===== src/rtl/assert_macros.svh =====
// Assertion macros shared by the page chain link table RTL.
// No dependencies; define ASSERT_OFF to compile the checks away.
`ifndef ASSERT_MACROS_SVH
`define ASSERT_MACROS_SVH
`ifndef ASSERT_OFF
// The expression holds at every clock edge outside reset.
`define ASSERT_HOLDS(lbl, ck, rn, expr) \
  lbl: assert property (@(posedge ck) disable iff (!rn) (expr)) \
    else $error("assertion failed");
// The consequent holds in the same cycle as the antecedent.
`define ASSERT_IMPL(lbl, ck, rn, ante, cons) \
  lbl: assert property (@(posedge ck) disable iff (!rn) (ante) |-> (cons)) \
    else $error("assertion failed");
// The consequent holds in the cycle after the antecedent.
`define ASSERT_NEXT(lbl, ck, rn, ante, cons) \
  lbl: assert property (@(posedge ck) disable iff (!rn) (ante) |=> (cons)) \
    else $error("assertion failed");
`else
`define ASSERT_HOLDS(lbl, ck, rn, expr)
`define ASSERT_IMPL(lbl, ck, rn, ante, cons)
`define ASSERT_NEXT(lbl, ck, rn, ante, cons)
`endif
`endif


===== src/rtl/pclt_pkg.sv =====
// Types and constants of the page chain link table.
// No dependencies; the top, pclt_dp and pclt_ctrl use it.
`default_nettype none
package pclt_pkg;

  // Request codes carried in req_type.
  typedef enum logic [2:0] {
    OP_ALLOC  = 3'd0,
    OP_SET    = 3'd1,
    OP_FOLLOW = 3'd2,
    OP_FREE   = 3'd3,
    OP_COUNT  = 3'd4
  } req_op_t;

  // Result status codes.
  localparam logic [1:0] STAT_OK    = 2'd0;
  localparam logic [1:0] STAT_FULL  = 2'd1;
  localparam logic [1:0] STAT_RANGE = 2'd2;
  localparam logic [1:0] STAT_SHORT = 2'd3;

  // First data page number and the idle link value.
  localparam int unsigned FIRST_PAGE = 21;
  localparam logic [9:0]  LINK_IDLE  = 10'd0;
  // Largest value a 10-bit result field can show.
  localparam int unsigned MAX10 = 1023;

  typedef struct packed {
    logic [2:0] req_type;
    logic [9:0] page;
    logic [9:0] link_value;
    logic [8:0] hop_count;
  } in_item_t;

  typedef struct packed {
    logic [1:0] status;
    logic [9:0] page_out;
    logic [9:0] idle_count;
  } out_item_t;

  // Controller states.
  typedef enum logic [2:0] {
    S_CLEAR,
    S_IDLE,
    S_DECODE,
    S_SCAN,
    S_WALK_RD,
    S_WALK_EV,
    S_FINISH
  } ctrl_state_t;

  // Commands from the controller to the datapath.
  typedef struct packed {
    logic load;
    logic decode;
    logic clear_step;
    logic scan_step;
    logic walk_issue;
    logic walk_eval;
    logic finish;
  } ctrl_cmd_t;

  // Status from the datapath to the controller.
  typedef struct packed {
    logic [2:0] op;
    logic       page_ok;
    logic       hops_zero;
    logic       clear_last;
    logic       scan_done;
    logic       walk_stop;
    logic       out_free;
  } dp_sts_t;

endpackage
`default_nettype wire


===== src/rtl/pclt_ctrl.sv =====
// Controller of the page chain link table: clearing pass and request sequencing.
// Depends on pclt_pkg and assert_macros.svh.
`default_nettype none
`include "assert_macros.svh"
module pclt_ctrl (
  input  wire logic              clk,
  input  wire logic              rst_n,
  input  wire logic              in_valid,
  output logic                   in_stall,
  input  wire pclt_pkg::dp_sts_t sts,
  output pclt_pkg::ctrl_cmd_t    cmd
);

  pclt_pkg::ctrl_state_t state_r, state_nxt;

  // Next state.
  always_comb begin
    state_nxt = state_r;
    case (state_r)
      pclt_pkg::S_CLEAR: begin
        if (sts.clear_last) begin
          state_nxt = pclt_pkg::S_IDLE;
        end
      end
      pclt_pkg::S_IDLE: begin
        if (in_valid) begin
          state_nxt = pclt_pkg::S_DECODE;
        end
      end
      pclt_pkg::S_DECODE: begin
        case (pclt_pkg::req_op_t'(sts.op))
          pclt_pkg::OP_ALLOC, pclt_pkg::OP_COUNT: begin
            state_nxt = pclt_pkg::S_SCAN;
          end
          pclt_pkg::OP_FOLLOW: begin
            state_nxt = (sts.page_ok && !sts.hops_zero) ?
                        pclt_pkg::S_WALK_RD : pclt_pkg::S_FINISH;
          end
          pclt_pkg::OP_FREE: begin
            state_nxt = sts.page_ok ? pclt_pkg::S_WALK_RD : pclt_pkg::S_FINISH;
          end
          default: begin
            state_nxt = pclt_pkg::S_FINISH;
          end
        endcase
      end
      pclt_pkg::S_SCAN: begin
        if (sts.scan_done) begin
          state_nxt = pclt_pkg::S_FINISH;
        end
      end
      pclt_pkg::S_WALK_RD: begin
        state_nxt = pclt_pkg::S_WALK_EV;
      end
      pclt_pkg::S_WALK_EV: begin
        state_nxt = sts.walk_stop ? pclt_pkg::S_FINISH : pclt_pkg::S_WALK_RD;
      end
      pclt_pkg::S_FINISH: begin
        if (sts.out_free) begin
          state_nxt = pclt_pkg::S_IDLE;
        end
      end
      default: begin
        state_nxt = pclt_pkg::S_CLEAR;
      end
    endcase
  end

  // Commands and the input handshake.
  always_comb begin
    cmd      = '0;
    in_stall = 1'b1;
    case (state_r)
      pclt_pkg::S_CLEAR: begin
        cmd.clear_step = 1'b1;
      end
      pclt_pkg::S_IDLE: begin
        in_stall = 1'b0;
        cmd.load = in_valid;
      end
      pclt_pkg::S_DECODE: begin
        cmd.decode = 1'b1;
      end
      pclt_pkg::S_SCAN: begin
        cmd.scan_step = 1'b1;
      end
      pclt_pkg::S_WALK_RD: begin
        cmd.walk_issue = 1'b1;
      end
      pclt_pkg::S_WALK_EV: begin
        cmd.walk_eval = 1'b1;
      end
      pclt_pkg::S_FINISH: begin
        cmd.finish = sts.out_free;
      end
      default: begin
      end
    endcase
  end

  // State register; reset starts the clearing pass.
  always_ff @(posedge clk) begin
    if (!rst_n) begin
      state_r <= pclt_pkg::S_CLEAR;
    end else begin
      state_r <= state_nxt;
    end
  end

  // The clearing pass ends only after its last entry.
  `ASSERT_IMPL(a_clear_done, clk, rst_n,
    (state_r == pclt_pkg::S_IDLE) && ($past(state_r) == pclt_pkg::S_CLEAR),
    $past(sts.clear_last))
  // A finished item leaves only by handing over its result.
  `ASSERT_IMPL(a_finish_handoff, clk, rst_n,
    (state_r == pclt_pkg::S_IDLE) && ($past(state_r) == pclt_pkg::S_FINISH),
    $past(cmd.finish))
  // Every walk check follows a walk read.
  `ASSERT_IMPL(a_walk_order, clk, rst_n,
    state_r == pclt_pkg::S_WALK_EV, $past(state_r) == pclt_pkg::S_WALK_RD)

endmodule
`default_nettype wire


===== config.mk =====
export PLATFORM = sky130hd
export DESIGN_NAME = pclt_ctrl
export DESIGN_NICKNAME = d
export VERILOG_FILES = /design/src/rtl/pclt_pkg.sv /design/src/rtl/pclt_ctrl.sv
export VERILOG_INCLUDE_DIRS = /design/src /design/src/rtl
export SDC_FILE = /design/constraint.sdc
export NUM_CORES = 1
export LEC_CHECK = 0
export ABC_AREA = 1
export BUFFER_PORTS_ARGS = -buffer_cell sky130_fd_sc_hd__buf_2
export CAP_MARGIN = 0
export CORE_AREA = 2 2 39 41
export CTS_CLUSTER_SIZE = 40
export DETAILED_ROUTE_END_ITERATION = 7
export DIE_AREA = 0 0 41 43
export HOLD_SLACK_MARGIN = 0.02
export MAX_ROUTING_LAYER = met4
export PLACE_DENSITY = 0.59
export SYNTH_ARGS = -nofsm -noshare
export SYNTH_HDL_FRONTEND = slang
export SYNTH_SLANG_ARGS = --single-unit

===== constraint.sdc =====
create_clock -name clk -period 1.6 [get_ports clk]
set_clock_uncertainty 0.2 [all_clocks]
set_input_delay 0.4 -clock clk [delete_from_list [all_inputs] [get_ports clk]]
set_output_delay 0.4 -clock clk [all_outputs]
set_load 0.02 [all_outputs]

# Word level (Yosys, flattened, before mapping)
# Index checks and enable logic that the tools add are counted.
[classes]
n_reduce_logical = 6
eq_ne = 13
muxes = 17
[ops]
columns = ["operator", "count"]
rows = [
  ["$pmux 3 s7", 1],
  ["$eq 3x2->1 const B", 4],
  ["$eq 3x3->1 const B", 4],
  ["$mux 3", 4],
  ["$pmux 3 s3", 1],
  ["$mux 1", 8],
  ["$ne 2x2->1 const B", 4],
  ["$logic_not 3->1", 2],
  ["$mux 2", 3],
  ["$reduce_and 4->1", 1],
  ["$eq 3x1->1 const B", 1],
  ["$reduce_or 2->1", 1],
  ["$logic_and 1x1->1", 1],
  ["$logic_not 1->1", 1],
]
[totals]
input_bits = 12
output_inout_bits = 8
elab_cells = 37
ff_bits = 3

# Depth between registers and ports, before layout
[logic_depth]
depth_word = 5
depth_mapped = 9
mapped_depth_nobuf = 8

# Worst setup path before layout
# No wires, ideal clock.
[synth_path]
path_kind = "register to output"
start = "register state_r[0]"
end = "output port cmd[6] (netlist name)"
slack_ps = -57
t_arrival_ps = 1057
path_stages_with_launch = 6
path_cell_list = "dfxtp_1 > buf_6 > inv_2 > nor2_2 > nand2_1 > nor2_1"
[synth_rtl]
columns = ["item", "line", "source"]
rows = [
  ["from (decl)", "pclt_ctrl.sv:14", "pclt_pkg::ctrl_state_t state_r, state_nxt;"],
  ["from (signal assigned)", "pclt_ctrl.sv:104", "state_r <= pclt_pkg::S_CLEAR;"],
  ["from (signal assigned)", "pclt_ctrl.sv:106", "state_r <= state_nxt;"],
  ["to (decl)", "pclt_ctrl.sv:11", "output pclt_pkg::ctrl_cmd_t cmd"],
]

==> impl_metrics.env <==
export IMPL_status="finished, violations left"
export IMPL_failed_checks="setup timing"
export IMPL_htree_num_levels=1
export IMPL_yosys_area_top_type="nand2_1"
export IMPL_finalHoldViolCount=0
export IMPL_ys_seq_elements=3
export IMPL_critical_path_startpoint_type="flip-flop"
export IMPL_required_ns=1.00
export IMPL_syn_to_final_growth_pct=77.3
export IMPL_crit_start="state_r[0]"
export IMPL_path_class="reg -> out"
export IMPL_path_cells="inv_4, nor2_4, nand2_2, nor2_4, buf_6"
export IMPL_grt_antenna_before_repair=0
export IMPL_path_common_cell="nor2_4"
export IMPL_clock_latency_ns=0.24
export IMPL_finalMaxSlewViolations=0
export IMPL_p_int_mw=0.470
export IMPL_ir_worst_vdd_mv=0.594
export IMPL_synth_cells=59
export IMPL_vias_per_cell=4.28
export IMPL_async_flop_share_pct=0
export IMPL_clock_power_share_pct=15.1
export IMPL_critPathBufInv=2
export IMPL_slew_limit_headroom_pct=86.4
export IMPL_clockRootBuffer="clkbuf_4"
export IMPL_ys_top_cells_by_count="20 x nand2_1, 9 x nor2_1, 8 x inv_1"
export IMPL_numCtsBuffers=3
export IMPL_ys_warn_count=0
export IMPL_grt_pass1_vias=367
export IMPL_p_sw_mw=0.442
export IMPL_gp_congestion=0.788
export IMPL_layout_min_cycle_time_ns=1.65
export IMPL_syn_area_per_cell_sq_um=5.43
export IMPL_drtIter0Drc=2
export IMPL_vias=437
export IMPL_grt_max_degree=9
export IMPL_initial_core_util_pct=23.1
export IMPL_synth_top_area_share_pct=23.4
export IMPL_final_nets=99
export IMPL_die_x_um=41
export IMPL_drc_errors=0
export IMPL_fillers=161
export IMPL_p_comb_share_pct=62.7
export IMPL_grtUsageTotal_pct=11.4
export IMPL_syn_area_sq_um=320
export IMPL_p_leak_nw=0.323
export IMPL_syn_nets=71
export IMPL_fin_cells=102
export IMPL_synthTopCellsByArea="nand2_1 23%, dfxtp_1 19%, nor2_1 11%"
export IMPL_pin_count=20
export IMPL_rsz0062_at_grt="true"
export IMPL_powerDensity_nw_per_um2=1610
export IMPL_hp_start="rst_n"
export IMPL_postRouteAntennaNets=0
export IMPL_largest_register="state_r"
export IMPL_totalWireLength_um=866
export IMPL_ys_types=15
export IMPL_path_clk_slew_ns=0.04
export IMPL_cts_buffer_depth=2
export IMPL_grt_overflow=0
export IMPL_end_kind="output pin"
export IMPL_post_dp_cell_area_sq_um=423
export IMPL_max_stage_delay_ns=0.39
export IMPL_synth_edf_count=0
export IMPL_p_seq_share_pct=22.2
export IMPL_die_h_um=43
export IMPL_drive_above_1_share_pct=54.7
export IMPL_worst_slew_pin_slew_ns=0.201
export IMPL_port_buffers=19
export IMPL_maxCapViolCount=0
export IMPL_cp_slowest_cell="dfxtp_4"
export IMPL_yosys_most_used_dff="dfxtp_1"
export IMPL_worst_slack_ns=-0.0454
export IMPL_cp_top_family="flip-flops"
export IMPL_dieArea_sq_um=1760
export IMPL_crit_fanout=8
export IMPL_min_period_over_period_pct=103
export IMPL_holdWs_ns=0.190
export IMPL_yosysMostFrequentCell="nand2_1"
export IMPL_rows=14
export IMPL_cts_hold_buf=0
export IMPL_cts_tree="done"
export IMPL_yosysSeqAreaShare_pct=18.8
export IMPL_netSwitchingFraction_pct=48.5
export IMPL_fp_coreArea_sq_um=1380
export IMPL_postLayoutCellArea_sq_um=568
export IMPL_dr_pass1_iters=4
export IMPL_max_freq_ghz=0.608
export IMPL_largestRegisters="state_r x3"
export IMPL_pre_cts_slack_ns=0.0636
export IMPL_fin_util_pct=41.0
export IMPL_largest_reg_flops=3
export IMPL_r2r_start="state_r[2]"
export IMPL_hold_path_class="in -> reg"
export IMPL_hpwl_um=650
export IMPL_cts_sinks=3
export IMPL_wl_per_cell_um=8.49
export IMPL_diodes=0
export IMPL_arrival_ns=1.05
export IMPL_place_inst=93
export IMPL_finalSetupViolCount=5
export IMPL_grt_pass1_wl_um=1350
==> cells by family after synthesis <==
logic type / Yosys count / share of synthesized area, %
and+or+nand+nor: 38 / 51.2
buffers and inverters: 12 / 18.8
AOI/OAI and AO/OA: 6 / 11.3
DFF: 3 / 18.8
==> area by class of cell <==
cell class / instances / area (sq um) / area share, %
multi-input combinational: 44 / 240 / 42.3
inverter: 10 / 42.5 / 7.49
tap: 16 / 20.0 / 3.52
sequential: 3 / 71.3 / 12.6
timing repair buffer: 25 / 168 / 29.5
clock buffer: 4 / 26.3 / 4.63
==> cells in the final DEF (no fill, tap or decap), drive strengths merged <==
cell type / netlist / final
nor2: 12 / 12
dfxtp: 3 / 3
nand2: 21 / 21
clkbuf: 0 / 4
buf: 2 / 25
nor3: 2 / 2
o21ai: 3 / 3
a21oi: 2 / 2
inv: 10 / 10
o211ai: 1 / 1
nand3: 3 / 3
==> worst reg2reg max path: stages, from the launching register on <==
cell	delay, ns
dfxtp_4	0.39
inv_4	0.06
buf_4	0.14
nand3_2	0.06
nand2_2	0.07
nor2_2	0.16
nand2_1	0.08
a21oi_2	0.13
==> repair_timing <==
item,in CTS,in global routing
endpoints found under the setup margin,8,8
buffers inserted,3,2
pin swaps,3,4
resized for setup,21,7
==> metal layers <==
| layer | track usage, % | routed length (um) | up-vias |
|---|---|---|---|
| met5 | - | 0 | - |
| met4 | 8.00 | 19 | 0 |
| met3 | 0 | 51 | 2 |
| met2 | 18.8 | 425 | 15 |
| met1 | 12.5 | 368 | 184 |
| li1 | - | - | 236 |
==> power groups by stage <==
stage / Sequential [mW] / Clock (mW) / Combinational [mW]
5_1_grt: 0.209 / 0.145 / 0.630
3_3_place_gp: 0.159 / 0 / 0.444
2_1_floorplan: 0.121 / 0 / 0.398
4_1_cts: 0.191 / 0.141 / 0.521
3_5_place_dp: 0.160 / 0 / 0.446
6_report: 0.202 / 0.138 / 0.572
==> final timing paths <==
path,endpoint,slack (ns),cells after the start
min reg2reg,state_r[1],0.38,2
max reg2reg,state_r[1],0.24,7
max,cmd[6],-0.05,5
min,state_r[0],0.19,3
==> stage by stage <==
stage / power (mW) / setup TNS (ns)
after floorplan: 0.519 / 0
after global placement: 0.602 / 0
after detailed placement: 0.606 / 0
after CTS: 0.853 / -0.163
after global routing: 0.984 / -0.375
final: 0.912 / -0.110
Power figures use the tool's default switching activity.
